`src/rtl/bvg_pkg.sv`:
```
// Shared package for the battery voltage gauge.
// Widths, the cell curve table, controller state and the command/status types.
// No dependencies.
package bvg_pkg;

    localparam int SAMPLES_DEF = 16;

    localparam int CODE_W   = 12;
    localparam int GAIN_W   = 16;
    localparam int MV_W     = 14;
    localparam int PCT_W    = 15;
    localparam int QBITS    = 14;   // quotient bits of the interpolation divider
    localparam int NUM_W    = 19;   // widest interpolation numerator
    localparam int OFF_W    = 9;    // offset and span inside one curve segment
    localparam int SEG_W    = 5;
    localparam int CURVE_PTS = 21;
    localparam int GAIN_SHIFT = 14; // *2 / 32768

    localparam logic [GAIN_W-1:0] GAIN_RESET = 16'd32768;
    localparam logic [MV_W-1:0]   MV_MAX     = 14'd16383;
    localparam logic [MV_W-1:0]   FULL_MV    = 14'd4200;
    localparam logic [MV_W-1:0]   EMPTY_MV   = 14'd3270;
    localparam logic [PCT_W-1:0]  PCT_FULL   = 15'd25600;
    localparam int                STEP_Q8    = 1280;

    // APB map: one 32-bit register per word
    localparam int APB_AW = 3;
    typedef logic [APB_AW-3:0] t_reg_idx;
    localparam t_reg_idx REG_CAL_GAIN = '0;

    typedef enum logic [2:0] {
        ST_IDLE,
        ST_MUL,
        ST_SAT,
        ST_SEG,
        ST_DIV_PCT,
        ST_DONE,
        ST_ERR
    } t_state;

    typedef struct packed {
        logic acc;        // take the sample on the input
        logic mul;        // product = gain * sum, clear the sum
        logic sat_ld;     // voltage saturates
        logic div_start;
        logic mv_ld;      // voltage from the reciprocal average
        logic seg;        // segment lookup: fixed pct or base capture
        logic pct_ld;     // pct from base + divider
        logic out_ld;
        logic out_err;
    } t_dp_cmd;

    typedef struct packed {
        logic in_last;
        logic in_failed;
        logic sat;
        logic interp;
        logic div_done;
        logic out_free;
    } t_dp_sts;

    // cell curve in mV, 5 percent apart, highest first
    function automatic logic [MV_W-1:0] curve_mv(input logic [SEG_W-1:0] idx);
        logic [MV_W-1:0] v;
        case (idx)
            5'd0:  v = 14'd4200;
            5'd1:  v = 14'd4150;
            5'd2:  v = 14'd4110;
            5'd3:  v = 14'd4080;
            5'd4:  v = 14'd4020;
            5'd5:  v = 14'd3980;
            5'd6:  v = 14'd3950;
            5'd7:  v = 14'd3910;
            5'd8:  v = 14'd3870;
            5'd9:  v = 14'd3850;
            5'd10: v = 14'd3840;
            5'd11: v = 14'd3820;
            5'd12: v = 14'd3800;
            5'd13: v = 14'd3790;
            5'd14: v = 14'd3770;
            5'd15: v = 14'd3750;
            5'd16: v = 14'd3730;
            5'd17: v = 14'd3710;
            5'd18: v = 14'd3690;
            5'd19: v = 14'd3610;
            5'd20: v = 14'd3270;
            default: v = '0;
        endcase
        return v;
    endfunction

    // pct*256 at the lower end of segment idx
    function automatic logic [PCT_W-1:0] seg_base(input logic [SEG_W-1:0] idx);
        logic [PCT_W-1:0] step;
        step = PCT_W'(STEP_Q8) * PCT_W'(idx);
        return PCT_FULL - step;
    endfunction

endpackage

```
`src/rtl/bvg_div.sv`:
```
// Restoring divider, one quotient bit per cycle, QBITS quotient bits per division.
// Caller guarantees the quotient fits in QBITS bits. Depends on bvg_pkg.
module bvg_div
    import bvg_pkg::*;
#(
    parameter int DIV_W = NUM_W
) (
    input  logic             i_clk,
    input  logic             i_rst_n,
    input  logic             i_start,
    input  logic [DIV_W-1:0] i_dividend,
    input  logic [DIV_W-1:0] i_divisor,
    output logic             o_done,
    output logic [QBITS-1:0] o_quotient
);

    localparam int EXT_W = DIV_W + QBITS - 1;
    localparam int CNT_W = $clog2(QBITS);

    logic             r_busy, n_busy;
    logic             r_done, n_done;
    logic [CNT_W-1:0] r_cnt, n_cnt;
    logic [DIV_W-1:0] r_rem, n_rem;
    logic [EXT_W-1:0] r_dsh, n_dsh;
    logic [QBITS-1:0] r_quo, n_quo;

    logic [EXT_W-1:0] rem_ext;
    logic [EXT_W-1:0] diff;
    logic             ge;

    assign rem_ext = EXT_W'(r_rem);
    assign ge      = rem_ext >= r_dsh;
    assign diff    = rem_ext - r_dsh;

    always_comb begin
        n_busy = r_busy;
        n_done = 1'b0;
        n_cnt  = r_cnt;
        n_rem  = r_rem;
        n_dsh  = r_dsh;
        n_quo  = r_quo;
        if (i_start) begin
            n_busy = 1'b1;
            n_cnt  = CNT_W'(QBITS - 1);
            n_rem  = i_dividend;
            n_dsh  = EXT_W'(i_divisor) << (QBITS - 1);
            n_quo  = '0;
        end else if (r_busy) begin
            if (ge) begin
                n_rem = diff[DIV_W-1:0];
            end
            n_quo = {r_quo[QBITS-2:0], ge};
            n_dsh = r_dsh >> 1;
            n_cnt = r_cnt - 1'b1;
            if (r_cnt == '0) begin
                n_busy = 1'b0;
                n_done = 1'b1;
            end
        end
    end

    always_ff @(posedge i_clk) begin
        if (!i_rst_n) begin
            r_busy <= 1'b0;
            r_done <= 1'b0;
            r_cnt  <= '0;
        end else begin
            r_busy <= n_busy;
            r_done <= n_done;
            r_cnt  <= n_cnt;
        end
        r_rem <= n_rem;
        r_dsh <= n_dsh;
        r_quo <= n_quo;
    end

    assign o_done     = r_done;
    assign o_quotient = r_quo;

endmodule

```
`src/rtl/bvg_dp.sv`:
```
// Datapath: sample accumulator, gain multiply, saturation, curve lookup,
// interpolation divider and output register. Depends on bvg_pkg and bvg_div.
module bvg_dp
    import bvg_pkg::*;
#(
    parameter int SAMPLES = SAMPLES_DEF
) (
    input  logic              i_clk,
    input  logic              i_rst_n,
    input  t_dp_cmd           i_cmd,
    output t_dp_sts           o_sts,
    input  logic [GAIN_W-1:0] i_cal_gain,
    input  logic [CODE_W-1:0] i_raw_code,
    input  logic [CODE_W-1:0] i_calibrated_mv,
    input  logic              i_calibration_ok,
    input  logic              i_read_failed,
    input  logic              i_out_ready,
    output logic              o_out_valid,
    output logic [MV_W-1:0]   o_battery_mv,
    output logic [PCT_W-1:0]  o_charge_pct_q8,
    output logic              o_status
);

    localparam int SUM_W  = $clog2(SAMPLES * 4095 + 1);
    localparam int CNT_W  = (SAMPLES > 1) ? $clog2(SAMPLES) : 1;
    localparam int PROD_W = SUM_W + GAIN_W;
    localparam int Q_W    = PROD_W - GAIN_SHIFT;
    localparam logic [31:0] SAT_LIM = 32'(16384 * SAMPLES);
    // floor(x / SAMPLES) = (x * RECIP) >> RSH, exact for any Q_W-bit x
    localparam int LOG_S  = $clog2(SAMPLES);
    localparam int RSH    = Q_W + LOG_S;
    localparam int RCP_W  = Q_W + 1;
    localparam int AP_W   = Q_W + RCP_W;
    localparam logic [RCP_W-1:0] RECIP =
        RCP_W'(((64'd1 << RSH) + 64'(SAMPLES - 1)) / 64'(SAMPLES));

    logic [SUM_W-1:0]  r_sum;
    logic [CNT_W-1:0]  r_cnt;
    logic [PROD_W-1:0] r_prod;
    logic [MV_W-1:0]   r_mv;
    logic [PCT_W-1:0]  r_pct;
    logic [PCT_W-1:0]  r_base;
    logic              r_out_valid;
    logic [MV_W-1:0]   r_out_mv;
    logic [PCT_W-1:0]  r_out_pct;
    logic              r_out_st;

    logic [CODE_W-1:0] sample;
    logic [Q_W-1:0]    avg_num;
    logic [AP_W-1:0]   avg_prod;
    logic [MV_W-1:0]   avg_mv;
    logic [SEG_W-1:0]  seg_idx;
    logic [MV_W-1:0]   seg_lo;
    logic [MV_W-1:0]   seg_hi;
    logic [OFF_W-1:0]  offset;
    logic [OFF_W-1:0]  span;
    logic [NUM_W-1:0]  frac_num;
    logic              interp;
    logic              div_done;
    logic [QBITS-1:0]  div_q;

    assign sample   = i_calibration_ok ? i_calibrated_mv : i_raw_code;
    assign avg_num  = r_prod[PROD_W-1:GAIN_SHIFT];
    assign avg_prod = AP_W'(avg_num) * AP_W'(RECIP);
    assign avg_mv   = avg_prod[RSH +: MV_W];

    // first curve point at or below the voltage
    always_comb begin
        seg_idx = '0;
        for (int k = CURVE_PTS - 1; k >= 1; k--) begin
            if (r_mv >= curve_mv(SEG_W'(k))) begin
                seg_idx = SEG_W'(k);
            end
        end
    end

    assign interp   = (r_mv > EMPTY_MV) && (r_mv < FULL_MV);
    assign seg_lo   = curve_mv(seg_idx);
    assign seg_hi   = curve_mv(seg_idx - 1'b1);
    assign offset   = OFF_W'(r_mv - seg_lo);
    assign span     = OFF_W'(seg_hi - seg_lo);
    // offset * 1280
    assign frac_num = (NUM_W'(offset) << 10) + (NUM_W'(offset) << 8);

    bvg_div #(
        .DIV_W (NUM_W)
    ) u_div (
        .i_clk      (i_clk),
        .i_rst_n    (i_rst_n),
        .i_start    (i_cmd.div_start),
        .i_dividend (frac_num),
        .i_divisor  (NUM_W'(span)),
        .o_done     (div_done),
        .o_quotient (div_q)
    );

    // accumulator
    always_ff @(posedge i_clk) begin
        if (!i_rst_n) begin
            r_sum <= '0;
            r_cnt <= '0;
        end else if (i_cmd.acc) begin
            if (i_read_failed) begin
                r_sum <= '0;
                r_cnt <= '0;
            end else begin
                r_sum <= r_sum + SUM_W'(sample);
                r_cnt <= o_sts.in_last ? '0 : r_cnt + 1'b1;
            end
        end else if (i_cmd.mul) begin
            r_sum <= '0;
        end
    end

    // scaling and interpolation registers
    always_ff @(posedge i_clk) begin
        if (i_cmd.mul) begin
            r_prod <= PROD_W'(i_cal_gain) * PROD_W'(r_sum);
        end
        if (i_cmd.sat_ld) begin
            r_mv <= MV_MAX;
        end else if (i_cmd.mv_ld) begin
            r_mv <= avg_mv;
        end
        if (i_cmd.seg) begin
            r_base <= seg_base(seg_idx);
            r_pct  <= (r_mv >= FULL_MV) ? PCT_FULL : '0;
        end else if (i_cmd.pct_ld) begin
            r_pct <= r_base + PCT_W'(div_q);
        end
    end

    // output register
    always_ff @(posedge i_clk) begin
        if (!i_rst_n) begin
            r_out_valid <= 1'b0;
        end else if (i_cmd.out_ld) begin
            r_out_valid <= 1'b1;
        end else if (i_out_ready) begin
            r_out_valid <= 1'b0;
        end
        if (i_cmd.out_ld) begin
            r_out_mv  <= i_cmd.out_err ? '0 : r_mv;
            r_out_pct <= i_cmd.out_err ? '0 : r_pct;
            r_out_st  <= i_cmd.out_err;
        end
    end

    assign o_sts.in_last   = (r_cnt == CNT_W'(SAMPLES - 1));
    assign o_sts.in_failed = i_read_failed;
    assign o_sts.sat       = 32'(avg_num) >= SAT_LIM;
    assign o_sts.interp    = interp;
    assign o_sts.div_done  = div_done;
    assign o_sts.out_free  = !r_out_valid || i_out_ready;

    assign o_out_valid     = r_out_valid;
    assign o_battery_mv    = r_out_mv;
    assign o_charge_pct_q8 = r_out_pct;
    assign o_status        = r_out_st;

endmodule

```
`src/rtl/bvg_ctrl.sv`:
```
// Controller state machine: sequences accumulation, scaling, the
// interpolation division and the result hand-off. Depends on bvg_pkg.
module bvg_ctrl
    import bvg_pkg::*;
(
    input  logic    i_clk,
    input  logic    i_rst_n,
    input  logic    i_in_valid,
    output logic    o_in_ready,
    input  t_dp_sts i_sts,
    output t_dp_cmd o_cmd
);

    t_state r_state, n_state;
    logic   accept;

    assign o_in_ready = (r_state == ST_IDLE);
    assign accept     = i_in_valid && o_in_ready;

    always_comb begin
        n_state = r_state;
        case (r_state)
            ST_IDLE: begin
                if (accept) begin
                    if (i_sts.in_failed) begin
                        n_state = ST_ERR;
                    end else if (i_sts.in_last) begin
                        n_state = ST_MUL;
                    end
                end
            end
            ST_MUL:     n_state = ST_SAT;
            ST_SAT:     n_state = ST_SEG;
            ST_SEG:     n_state = i_sts.interp ? ST_DIV_PCT : ST_DONE;
            ST_DIV_PCT: if (i_sts.div_done) n_state = ST_DONE;
            ST_DONE:    if (i_sts.out_free) n_state = ST_IDLE;
            ST_ERR:     if (i_sts.out_free) n_state = ST_IDLE;
            default:    n_state = ST_IDLE;
        endcase
    end

    always_comb begin
        o_cmd = '0;
        case (r_state)
            ST_IDLE: o_cmd.acc = accept;
            ST_MUL:  o_cmd.mul = 1'b1;
            ST_SAT: begin
                o_cmd.sat_ld = i_sts.sat;
                o_cmd.mv_ld  = !i_sts.sat;
            end
            ST_SEG: begin
                o_cmd.seg       = 1'b1;
                o_cmd.div_start = i_sts.interp;
            end
            ST_DIV_PCT: o_cmd.pct_ld = i_sts.div_done;
            ST_DONE:    o_cmd.out_ld = i_sts.out_free;
            ST_ERR: begin
                o_cmd.out_ld  = i_sts.out_free;
                o_cmd.out_err = 1'b1;
            end
            default: o_cmd = '0;
        endcase
    end

    always_ff @(posedge i_clk) begin
        if (!i_rst_n) begin
            r_state <= ST_IDLE;
        end else begin
            r_state <= n_state;
        end
    end

endmodule

```
`src/rtl/battery_voltage_gauge.sv`:
```
// Battery voltage gauge: averages SAMPLES ADC readings, scales by cal_gain, interpolates charge.
// Result path after the batch-ending transfer: multiply, saturate or average, segment lookup,
// then division unless saturated or off the curve ends; a read failure yields an error result.
// Throughput: one sample per cycle inside a batch; a batch end or a read failure blocks the input
// until its result is loaded, longer while the previous result still waits for transfer.
// Reset (synchronous, active low) clears the sum, count and state, cal_gain = 1.0.
module battery_voltage_gauge
    import bvg_pkg::*;
#(
    parameter int SAMPLES = SAMPLES_DEF
) (
    input  logic              i_clk,
    input  logic              i_rst_n,
    // sample stream
    input  logic              s_axis_tvalid,
    output logic              s_axis_tready,
    input  logic [23:0]       s_axis_tdata,  // raw_code[11:0], calibrated_mv[23:12]
    input  logic [1:0]        s_axis_tuser,  // calibration_ok[0], read_failed[1]
    // result stream
    output logic              m_axis_tvalid,
    input  logic              m_axis_tready,
    output logic [31:0]       m_axis_tdata,  // battery_mv[13:0], charge_pct_q8[28:14], 0
    output logic              m_axis_tuser,  // status
    // APB config
    input  logic              psel,
    input  logic              penable,
    input  logic              pwrite,
    input  logic [APB_AW-1:0] paddr,
    input  logic [31:0]       pwdata,
    output logic [31:0]       prdata,
    output logic              pready
);

    logic [GAIN_W-1:0] r_cal_gain;
    t_reg_idx          reg_idx;
    t_dp_cmd           cmd;
    t_dp_sts           sts;
    logic [MV_W-1:0]   out_mv;
    logic [PCT_W-1:0]  out_pct;

    // register file: cal_gain only
    assign reg_idx = paddr[APB_AW-1:2];
    assign pready  = 1'b1;

    always_ff @(posedge i_clk) begin
        if (!i_rst_n) begin
            r_cal_gain <= GAIN_RESET;
        end else if (psel && penable && pwrite && (reg_idx == REG_CAL_GAIN)) begin
            r_cal_gain <= pwdata[GAIN_W-1:0];
        end
    end

    assign prdata = (reg_idx == REG_CAL_GAIN) ? 32'(r_cal_gain) : '0;

    bvg_ctrl u_ctrl (
        .i_clk      (i_clk),
        .i_rst_n    (i_rst_n),
        .i_in_valid (s_axis_tvalid),
        .o_in_ready (s_axis_tready),
        .i_sts      (sts),
        .o_cmd      (cmd)
    );

    // datapath; result leaves through its own output register, so the
    // sample side stays open while a result waits for transfer
    bvg_dp #(
        .SAMPLES (SAMPLES)
    ) u_dp (
        .i_clk            (i_clk),
        .i_rst_n          (i_rst_n),
        .i_cmd            (cmd),
        .o_sts            (sts),
        .i_cal_gain       (r_cal_gain),
        .i_raw_code       (s_axis_tdata[11:0]),
        .i_calibrated_mv  (s_axis_tdata[23:12]),
        .i_calibration_ok (s_axis_tuser[0]),
        .i_read_failed    (s_axis_tuser[1]),
        .i_out_ready      (m_axis_tready),
        .o_out_valid      (m_axis_tvalid),
        .o_battery_mv     (out_mv),
        .o_charge_pct_q8  (out_pct),
        .o_status         (m_axis_tuser)
    );

    assign m_axis_tdata = {3'b000, out_pct, out_mv};

endmodule
```
`config.mk`:
```
export PLATFORM = sky130hd
export DESIGN_NAME = battery_voltage_gauge
export DESIGN_NICKNAME = d
export VERILOG_FILES = /design/src/rtl/bvg_pkg.sv /design/src/rtl/bvg_div.sv /design/src/rtl/bvg_dp.sv /design/src/rtl/bvg_ctrl.sv /design/src/rtl/battery_voltage_gauge.sv
export SDC_FILE = /design/constraint.sdc
export NUM_CORES = 1
export LEC_CHECK = 0
export ABC_AREA = 0
export BUFFER_PORTS_ARGS = -buffer_cell sky130_fd_sc_hd__buf_2
export CAP_MARGIN = 30
export CORE_MARGIN = 8
export CORE_UTILIZATION = 30
export DETAILED_ROUTE_END_ITERATION = 8
export HOLD_SLACK_MARGIN = 0.15
export PLACE_DENSITY = 0.41
export REMOVE_ABC_BUFFERS = 1
export SLEW_MARGIN = 5
export SYNTH_ARGS = -nofsm -noshare
export SYNTH_HDL_FRONTEND = slang
export SYNTH_HIERARCHICAL = 1
export SYNTH_SLANG_ARGS = --single-unit
```
`constraint.sdc`:
```
create_clock -name i_clk -period 15.49 [get_ports i_clk]
set_clock_uncertainty 0.1 [all_clocks]
set_input_delay 1.549 -clock i_clk [delete_from_list [all_inputs] [get_ports i_clk]]
set_output_delay 1.549 -clock i_clk [all_outputs]
set_load 0.05 [all_outputs]
```
### After elaboration in Yosys (flattened, before gate mapping)

Memory sizes are Yosys's and may differ from the RTL's.
Index checks and enable logic that the tools add are counted.

| storage, ports and cells | value |
|---|---|
| bits in registers | 207 |
| bits of input ports | 68 |
| memories | 2 |
| bits in read-only memories | 768 |
| output and inout bits | 68 |

| cells by class | value |
|---|---|
| add/subtract/negate cells | 10 |
| bitwise gates (word level) | 3 |
| multipliers | 2 |
| multiplexer cells | 58 |
| reduce and logical (&&, ||, !) cells | 19 |
| $lt $le $gt $ge | 24 |
| equality and inequality tests | 11 |

Memory list:

| memory | depth | bits a word | read ports | clocked after memory_dff | write ports | line | source |
|---|---|---|---|---|---|---|---|
| (no name shown) | 32 | 12 | 1 | 0 | 0 | bvg_pkg.sv:65 | `case (idx)` |
| (no name shown) | 32 | 12 | 1 | 0 | 0 | bvg_pkg.sv:65 |  |

Operators by type and width:

| cell | count |
|---|---|
| greater-or-equal comparator 14 x 12 -> 1 bit, second input constant | 18 |
| two-way mux 5 bit | 20 |
| two-way mux 16 bit | 4 |
| two-way mux 19 bit | 3 |
| two-way mux 15 bit | 3 |
| two-way mux 22 bit | 2 |
| greater-or-equal comparator 14 x 13 -> 1 bit, second input constant | 3 |
| multiplier 16 x 16 -> 32 bit | 1 |
| greater-or-equal comparator 19 x 22 -> 1 bit | 1 |
| adder 19 x 17 -> 19 bit | 1 |
| subtractor 19 bit | 1 |
| case mux 3 bit (6 select lines) | 1 |
| subtractor 9 bit | 2 |
| adder 16 x 12 -> 16 bit | 1 |
| two-way mux 4 bit | 4 |
| adder 15 x 14 -> 15 bit | 1 |
| two-way mux 1 bit | 15 |
| two-way mux 3 bit | 5 |
| subtractor 15 bit, first input constant | 1 |
| greater-than comparator 14 x 12 -> 1 bit, second input constant | 1 |
| < comparator 14 x 13 -> 1 bit, second input constant | 1 |
| two-way mux 12 bit | 1 |
| nonzero test 2 bit | 5 |
| equality test 3 bit, second input constant | 3 |
| 20 further kinds | 29 |

### Logic depth before layout (Yosys ltp)

Gate-level depths: netlist of the first run.
An unclocked memory read counts as a cell.

| logic depth | value |
|---|---|
| depth in word-level cells | 25 |
| mapped depth | 30 |
| gate-level depth less buffers | 28 |

### Cells and area by module

The synthesis of the first run kept the hierarchy.

By module, submodules not included:

| module | cells an instance | seq. area each (um^2) | times used | area an instance (um^2) |
|---|---|---|---|---|
| bvg_dp | 1,620 | 2,682.6 | 1 | 14,865.5 |
| bvg_div | 374 | 1,801.7 | 1 | 3,786.1 |
| battery_voltage_gauge | 109 | 320.3 | 1 | 934.6 |
| bvg_ctrl | 41 | 60.1 | 1 | 302.8 |

### Worst setup path after synthesis of the first run

OpenSTA, ideal clock, no wires.

| timing | value |
|---|---|
| kind | register to register |
| from | register u_dp.r_sum[6] |
| to | register u_dp.r_prod[31] (data pin) |
| cell stages (with the launch flop) | 25 |
| setup slack | 8.951 ns |
| setup time | 0.260 ns |
| data required time | 15.130 ns |
| data arrival time | 6.179 ns |
| clock period less this slack | 6.539 ns |
| cells stage by stage | dfxtp_1 -> clkbuf_1 -> clkbuf_1 -> nand2_1 -> fa_1 -> inv_1 -> fa_1 -> inv_1 -> fa_1 -> inv_1 -> fa_1 -> inv_1 -> fa_1 -> inv_1 -> fa_1 -> ha_1 -> a21oi_1 -> nand2_1 -> a2111oi_0 -> nor3_1 -> o21bai_1 -> a211oi_1 -> or3_1 -> a31o_2 -> xnor2_1 |

| between the ends | value |
|---|---|
| cells in the longest elaborated chain, start to end | 1 |

Ends and longest elaborated chain:

| element | line | source |
|---|---|---|
| from (decl) | bvg_dp.sv:37 | `logic [SUM_W-1:0] r_sum;` |
| from (signal assigned) | bvg_dp.sv:107 | `r_sum <= r_sum + SUM_W'(sample);` |
| multiplier 16 x 16 -> 32 bit | bvg_dp.sv:118 | `r_prod <= PROD_W'(i_cal_gain) * PROD_W'(r_sum);` |
| to (signal assigned) | bvg_dp.sv:118 |  |
| to (decl) | bvg_dp.sv:39 | `logic [PROD_W-1:0] r_prod;` |

Every way passes these cells.
A chain may end at the register's enable or synchronous reset.

### Worst setup path after layout of the first run

| timing | value |
|---|---|
| from | register r_cal_gain[8] |
| to | register u_dp.r_prod[31] (data pin) |

| between the ends | value |
|---|---|
| cells in the longest elaborated chain, start to end | 1 |

Ends and longest elaborated chain:

| element | line | source |
|---|---|---|
| from (decl) | battery_voltage_gauge.sv:34 | `logic [GAIN_W-1:0] r_cal_gain;` |
| from (signal assigned) | battery_voltage_gauge.sv:49 | `r_cal_gain <= pwdata[GAIN_W-1:0];` |
| multiplier 16 x 16 -> 32 bit | bvg_dp.sv:118 |  |

Every way passes these cells.

==> results of run 1 <==
[through the flow]
stage	std cells	instance area (sq um)	hold slack [ns]	utilization, %
6_report	3081	21900	0.364	33.3
5_1_grt	3081	21900	0.386	33.3
4_1_cts	3075	21800	0.370	33.2
3_5_place_dp	3043	21200	0.353	32.3
3_3_place_gp	3041	21200	0.347	32.2
2_1_floorplan	2051	19400	0.338	-
[cells in the final DEF (no fill, tap or decap), types with 9 or more instances in the layout]
| cell type | n |
|---|---|
| mux2_2 | 13 |
| and3_1 | 13 |
| and2_1 | 99 |
| nand2_1 | 292 |
| a211oi_1 | 9 |
| buf_2 | 97 |
| ha_1 | 177 |
| xor2_1 | 22 |
| xnor2_1 | 46 |
| a21o_1 | 29 |
| o31ai_1 | 16 |
| nand2b_1 | 11 |
| o21bai_1 | 10 |
| a22o_1 | 15 |
| a22oi_1 | 12 |
| o21ai_0 | 63 |
| a21oi_1 | 72 |
| edfxtp_1 | 104 |
| nand4_1 | 10 |
| nor2_1 | 89 |
| buf_4 | 30 |
| clkbuf_16 | 18 |
| conb_1 | 40 |
| fa_1 | 200 |
| dfxtp_1 | 86 |
| nor2b_1 | 74 |
| nor3_1 | 20 |
| inv_1 | 276 |
| mux2i_1 | 60 |
| nand3_1 | 22 |
[cells by family after synthesis]
family	share of synthesized area, %
and+or+nand+nor	17.3
buffers and inverters	8.57
adders and majority gates	31.3
AOI/OAI and AO/OA	11.4
DFF	24.5
muxes	3.81
xor gates and xnor gates	3.08
other	0.0566
[layer usage]
layer | routed length, um | up-vias | track usage, %
met1 | 23600 | 7312 | 18.2
met2 | 26000 | 183 | 24.5
met5 | 0 | - | 0
met4 | 758 | 0 | 3.55
li1 | - | 7150 | -
met3 | 1330 | 47 | 2.10
[critical path, stage by stage, from the launching register on]
cell       delay, ns
dfxtp_1         0.95
nand2_1         0.17
fa_1            0.56
inv_1           0.07
fa_1            0.54
inv_1           0.06
fa_1            0.50
inv_1           0.05
fa_1            0.48
inv_1           0.07
fa_1            0.58
inv_1           0.07
fa_1            0.48
ha_1            0.34
a21oi_1         0.14
nand2_1         0.12
a2111oi_1       0.41
buf_4           0.23
nor3_1          0.06
o21bai_1        0.29
a211oi_1        0.22
or3_1           0.42
a31o_2          0.25
xnor2_1         0.11
[Yosys cell counts (all sizes together), types with 11 or more instances]
cell type,count
nor3,21
nor2,91
and3,13
inv,278
buf,51
dfxtp,87
nand3,23
nand2,294
mux2,14
nand2b,11
mux2i,60
ha,177
clkbuf,79
and2,102
o21ai,68
fa,200
a22oi,12
xnor2,47
xor2,22
a22o,15
a21o,29
a21oi,76
edfxtp,104
nor2b,74
o31ai,16
[area by class of cell]
class / instances / area [sq um] / share of cell area [%]
sequential: 191 / 4870 / 22.2
clock inverter: 13 / 150 / 0.685
clock buffer: 19 / 433 / 1.98
timing repair buffer: 134 / 852 / 3.89
multi-input combinational: 1581 / 13500 / 61.5
inverter: 279 / 1050 / 4.79
tap: 864 / 1080 / 4.93
[state kept, by name (all words and copies together) (netlist names)]
name,cells
u_dp/r_prod,14
u_dp/u_div/r_busy,1
u_dp/o_status,1
u_dp/r_pct,15
u_dp/r_mv,14
r_cal_gain,16
u_ctrl/r_state,3
u_dp/o_battery_mv,14
u_dp/u_div/r_cnt,4
u_dp/u_div/r_dsh,32
u_dp/o_charge_pct_q8,15
u_dp/o_out_valid,1
u_dp/u_div/r_rem,19
u_dp/r_base,7
u_dp/r_cnt,4
u_dp/r_sum,16
u_dp/u_div/o_done,1
u_dp/u_div/o_quotient,14
[path summary, 6_finish.rpt]
kind,startpoint,end,slack (ns),depth (start not counted)
worst min-delay path,u_dp/r_prod[23],u_dp/r_mv[5],0.36,2
worst min register to register,u_dp/r_prod[23],u_dp/r_mv[5],0.36,2
worst max-delay path,r_cal_gain[8],u_dp/r_prod[31],7.96,23
worst max register to register,r_cal_gain[8],u_dp/r_prod[31],7.96,23
[power breakdown]
group          leakage [nW]  internal (mW)  switching [mW]
registers              1.65          0.610           0.114
logic                  8.16          0.625           0.948
clock network         0.281          0.241           0.216
==> metrics.txt, run 1 <==
status finished clean; fin crit period 7.53 ns; pwr dens 126 nW/um^2; Mapped Area 19900 sq um; Synth area leaders fa_1 20%, edfxtp_1 16%, ha_1 11%, dfxtp_1 8.8%, nand2_1 5.5%; final cycle utilization of the critical path 48.6%; Layout area overhead 10.2%; CTS Buffer Depth 2; CTS root buffer clkbuf_16; Least-Margin Pin Slew 1.01 ns; Routed Antenna Nets 0; cts hold-fix bufs 0; Mapped Cells 2144; clock buffer count from CTS 17; PnR Total Power 2.75 mW; antenna violations before repair 1; FFs w/ async S/R, synth 0%; crit start category register; synth warn 6; post-synth top area share 20.1%; CP max FO 18; max-cap violations 0; Setup Buffers After CTS 0; full die area 74800 sq um; RSZ-0062 raised after global routing no; sequential element share of the synthesized area 24.5%; Distinct cells, synth 99; Max Clk Rate 133 MHz; clk sinks 191; Detail Placement HPWL 38400 um; Initial DRC Count 933; Slew headroom 32.3%; die width 273 um; DRC 0; Die Span Y 273 um; final WL 51600 um; Yosys reg bits 191; Clock transition at path regs 0.08 ns; Core Rows 94; Setup WS post-layout 7.96 ns; DR pass1 iterations 7; Skew-Pair Late Insertion Delay 0.48 ns; Layout fillers 6851; dpl ws 7.89 ns; Core Region 65700 sq um; Pins Over Slew Limit 0; Lkg Pwr 10.1 nW; input/output buffers 97; via count 14.7k; Setup TNS 0 ns; Syn Area/Cell 9.28 sq um; Hold Path Class reg -> reg; Fin. Hold Viols 0; CTS tree done; nets 2649; final setup vio count 0; Arr. time, crit path 7.65 ns; maximum VDD drop 0.241 mV; Critical Path RT 15.61 ns; first-pass GRT wire length 84100 um; number of global-route vias before repair 15.4k; routed length per placed instance 16.8 um; largest net degree at the start of global routing 66; Initial Utilization 30.3%; H-tree depth 4; critical path class reg -> reg; critical path capture point type register; Post-synth EDFFs 104; gpl congestion 0.804; cts repair resizes 0; Antenna Cells 0; Global Route Usage Sum 14.1%; layout cells sized above 1 9.92%; Main synth FF type edfxtp_1; cell taking the most area after synthesis fa_1; total grt overflow 0; I/O pin count 136; routed vias/inst 4.77
No activity file was read; power rests on OpenSTA's default activity.
==> run 2: changes to the inputs <==
--- a/config.mk
+++ b/config.mk
@@ -5,14 +5,14 @@
 export SDC_FILE = /design/constraint.sdc
 export NUM_CORES = 1
 export LEC_CHECK = 0
-export ABC_AREA = 0
+export ABC_AREA = 1
 export BUFFER_PORTS_ARGS = -buffer_cell sky130_fd_sc_hd__buf_2
 export CAP_MARGIN = 30
 export CORE_MARGIN = 8
 export CORE_UTILIZATION = 30
 export DETAILED_ROUTE_END_ITERATION = 8
 export HOLD_SLACK_MARGIN = 0.15
-export PLACE_DENSITY = 0.41
+export PLACE_DENSITY = 0.43
 export REMOVE_ABC_BUFFERS = 1
 export SLEW_MARGIN = 5
 export SYNTH_ARGS = -nofsm -noshare
==> constraint.sdc (replaced) <==
create_clock -name i_clk -period 6.38 [get_ports i_clk]
set_clock_uncertainty 0.1 [all_clocks]
set_input_delay 0.638 -clock i_clk [delete_from_list [all_inputs] [get_ports i_clk]]
set_output_delay 0.638 -clock i_clk [all_outputs]
set_load 0.05 [all_outputs]
==> run 2 against run 1 <==
Net effect:
- first-iteration DRC count shrank 20%
- largest cell class unchanged
- wire length grew 0.80%
- synthesized cell count grew 22%
- sequential share of layout area shrank 0.85 points
- critical path depth shrank 2
- critical endpoint is now u_dp/r_prod[22]
- cell area grew 4.6%
- die area grew 2.0%
- register-to-register slack lost 7.7 ns
- highest routed layer unchanged
- global-route usage shrank 0.47 points
==> metrics.txt, run 2 <==
Clock transition at path regs 0.08 ns (about the same); status finished clean; Least-Margin Pin Slew 0.920 ns (-0.0937 ns); max reg flops 32 (unchanged); sequential element share of the synthesized area 23.9% (-0.52 points); cell taking the most area after synthesis fa_1; Mapped Area 20300 sq um (+2.2%); nets 3192 (+20%); Final Non-Filler Cells 3634 (+18%); Initial Utilization 30.3% (about the same); Comb pwr share 64.2% (+7.1 points); post-synth top area share 19.7% (-0.43 points); Pins Over Slew Limit 0 (unchanged); routed vias/inst 4.52 (-5.2%); Routed Antenna Nets 0 (unchanged); Lkg Pwr 12.2 nW (+21%); final cycle utilization of the critical path 95.5% (+47 points); fin crit period 6.09 ns (-1.44 ns); Detail Placement HPWL 42700 um (+11%); sw frac 47.9% (+1.5 points); Fin. Hold Viols 0 (unchanged); Layout area overhead 12.8%; number of global-route vias before repair 17.0k (+11%); CP max FO 8 (-10); maximum VDD drop 0.511 mV (+110%); Hold Path Class in -> reg; cell internal pwr 4.27 mW (+190%); Reg area 4890 sq um (+0.59%); Yosys reg bits 191 (unchanged); FFs w/ async S/R, synth 0% (unchanged); commonest non-fill, non-tap cells in the layout 605 x nand2_1, 554 x inv_1, 200 x fa_1; DR pass1 iterations 5 (-2); RSZ-0062 raised after global routing no; Arr. time, crit path 6.21 ns (-1.44 ns); Distinct cells, synth 62 (-37%); clock buffer count from CTS 17 (unchanged); crit start category register; synth warn 6 (unchanged); clk sinks 191 (unchanged); CTS Buffer Depth 2 (unchanged); H-tree depth 4 (unchanged); Global Route Usage Sum 13.6% (-0.47 points); Setup WS post-layout 0.288 ns (-7.67 ns); Skew-Pair Late Insertion Delay 0.48 ns (about the same); pwr dens 358 nW/um^2 (+180%); Largest regs u_dp/u_div/r_dsh (32), u_dp/u_div/r_rem (19); final WL 52000 um (+0.80%); Mapped Cells 2622 (+22%); Main synth FF type edfxtp_1; commonest non-fill, non-tap cell in the layout nand2_1; max-cap violations 0 (unchanged); antenna violations before repair 2 (+1); I/O pin count 136 (unchanged); layout cells sized above 1 13.0% (+3.1 points); Largest Register u_dp/u_div/r_dsh; Initial DRC Count 747 (-20%); first-pass GRT wire length 86100 um (+2.3%); dpl cells 3600 (+18%); critical path class reg -> reg; Setup TNS 0 ns (unchanged); gpl congestion 0.842 (+4.8%); Post-synth top cells 605 x nand2_1, 554 x inv_1, 200 x fa_1, 177 x ha_1, 166 x nor2_1; DRC 0 (unchanged); Syn Area/Cell 7.75 sq um (-16%); largest net degree at the start of global routing 45 (-32%); Clk pwr share 13.8% (-2.8 points); final setup vio count 0 (unchanged); input/output buffers 97 (unchanged); Post-synth EDFFs 104 (unchanged); multi-input logic area 12900 sq um (-4.2%); routed length per placed instance 14.3 um (-15%); Critical Path RT 6.50 ns (-9.11 ns); Max Clk Rate 164 MHz (+24%); Die Span Y 276 um (+1.0%); via count 16.4k (+12%); CTS tree done; fin area 22900 sq um (+4.6%); total grt overflow 0 (unchanged); Core Region 67200 sq um (+2.1%); count leader, synth nand2_1; Seq pwr share 22.0% (-4.3 points); Core Rows 95 (+1.1%); dpl ws 0.0341 ns (-7.86 ns); Layout fillers 7142 (+4.2%); critical path capture point type register; Final Util 34.1% (+0.79 points); full die area 76300 sq um (+2.0%); Placed Area 22200 sq um (+4.7%); Setup Buffers After CTS 0 (unchanged); switching power total 3.93 mW (+210%); Slew headroom 38.7% (+6.3 points); CTS root buffer clkbuf_16; die width 276 um (+1.0%); Synth area leaders fa_1 20%, edfxtp_1 15%, nand2_1 11%, ha_1 11%, inv_1 10%
==> run 2: repair_timing <==
item,4_1_cts,5_1_grt
resized for setup,0,37
setup endpoints to repair,0,11
hold buffers,0,0
==> run 2: final timing paths <==
path / from / cells past startpoint / endpoint / slack [ns]
max reg2reg: r_cal_gain[6] / 21 / u_dp/r_prod[22] / 0.29
max: r_cal_gain[6] / 21 / u_dp/r_prod[22] / 0.29
min: pwdata[15] / 3 / r_cal_gain[15] / 0.29
min reg2reg: u_dp/r_prod[30] / 2 / u_dp/r_mv[12] / 0.36
==> run 2: metal layers <==
layer	GRT usage [%]	up-vias	routed length, um
li1	-	8284	-
met1	17.1	7862	24100
met2	24.2	230	25900
met3	1.93	45	1360
met4	3.70	0	737
met5	0	-	0
==> run 2: power by group through the flow <==
stage | Sequential (mW) | Clock (mW) | Combinational, mW
finish | 1.80 | 1.13 | 5.26
global route | 1.84 | 1.23 | 6.02
CTS | 1.80 | 1.19 | 5.30
detailed placement | 1.83 | 0 | 5.28
floorplan | 1.95 | 0 | 3.61
global placement | 1.83 | 0 | 5.18
==> run 2: per-stage QoR <==
step	hold WS (ns)	total power, mW
6_report	0.293	8.20
5_1_grt	0.267	9.09
4_1_cts	0.233	8.29
3_5_place_dp	0.350	7.11
3_3_place_gp	0.346	7.01
2_1_floorplan	0.331	5.56
==> run 2: logic make-up (layout without fill, tap and decap cells) <==
group | Yosys count | in the layout | share of synthesized area (%)
adder cells (fa/ha/maj) | 377 | 377 | 30.6
AO/OA/AOI/OAI | 329 | 329 | 8.91
other | 3 | 41 | 0.0554
buffers and inverters | 698 | 799 | 13.6
multiplexers | 12 | 12 | 0.665
flip-flops | 191 | 191 | 23.9
AND/OR/NAND/NOR | 962 | 962 | 20.1
XOR/XNOR | 50 | 50 | 2.16
==> run 2: final cells by class <==
cell class	instances	share of cell area [%]
Antenna cell	1	0.0109
Clock buffer	17	1.86
Clock inverter	15	0.770
Inverter	571	9.36
Multi-Input combinational cell	1770	56.3
Sequential cell	191	21.4
Tap cell	873	4.77
Timing Repair Buffer	196	5.56
==> run 2: worst max-delay path, cell delays in order (launching register included) <==
cell     delay, ns
dfxtp_1       0.38
buf_4         0.21
nand2_1       0.10
fa_1          0.54
inv_1         0.06
fa_1          0.56
fa_1          0.43
fa_1          0.49
inv_1         0.05
fa_1          0.52
inv_1         0.05
fa_1          0.47
ha_1          0.36
nand4_1       0.18
nor3_2        0.27
a21oi_1       0.10
o21a_1        0.17
o21a_1        0.16
o21ai_1       0.22
a21oi_1       0.15
o21ai_1       0.17
xor2_1        0.08
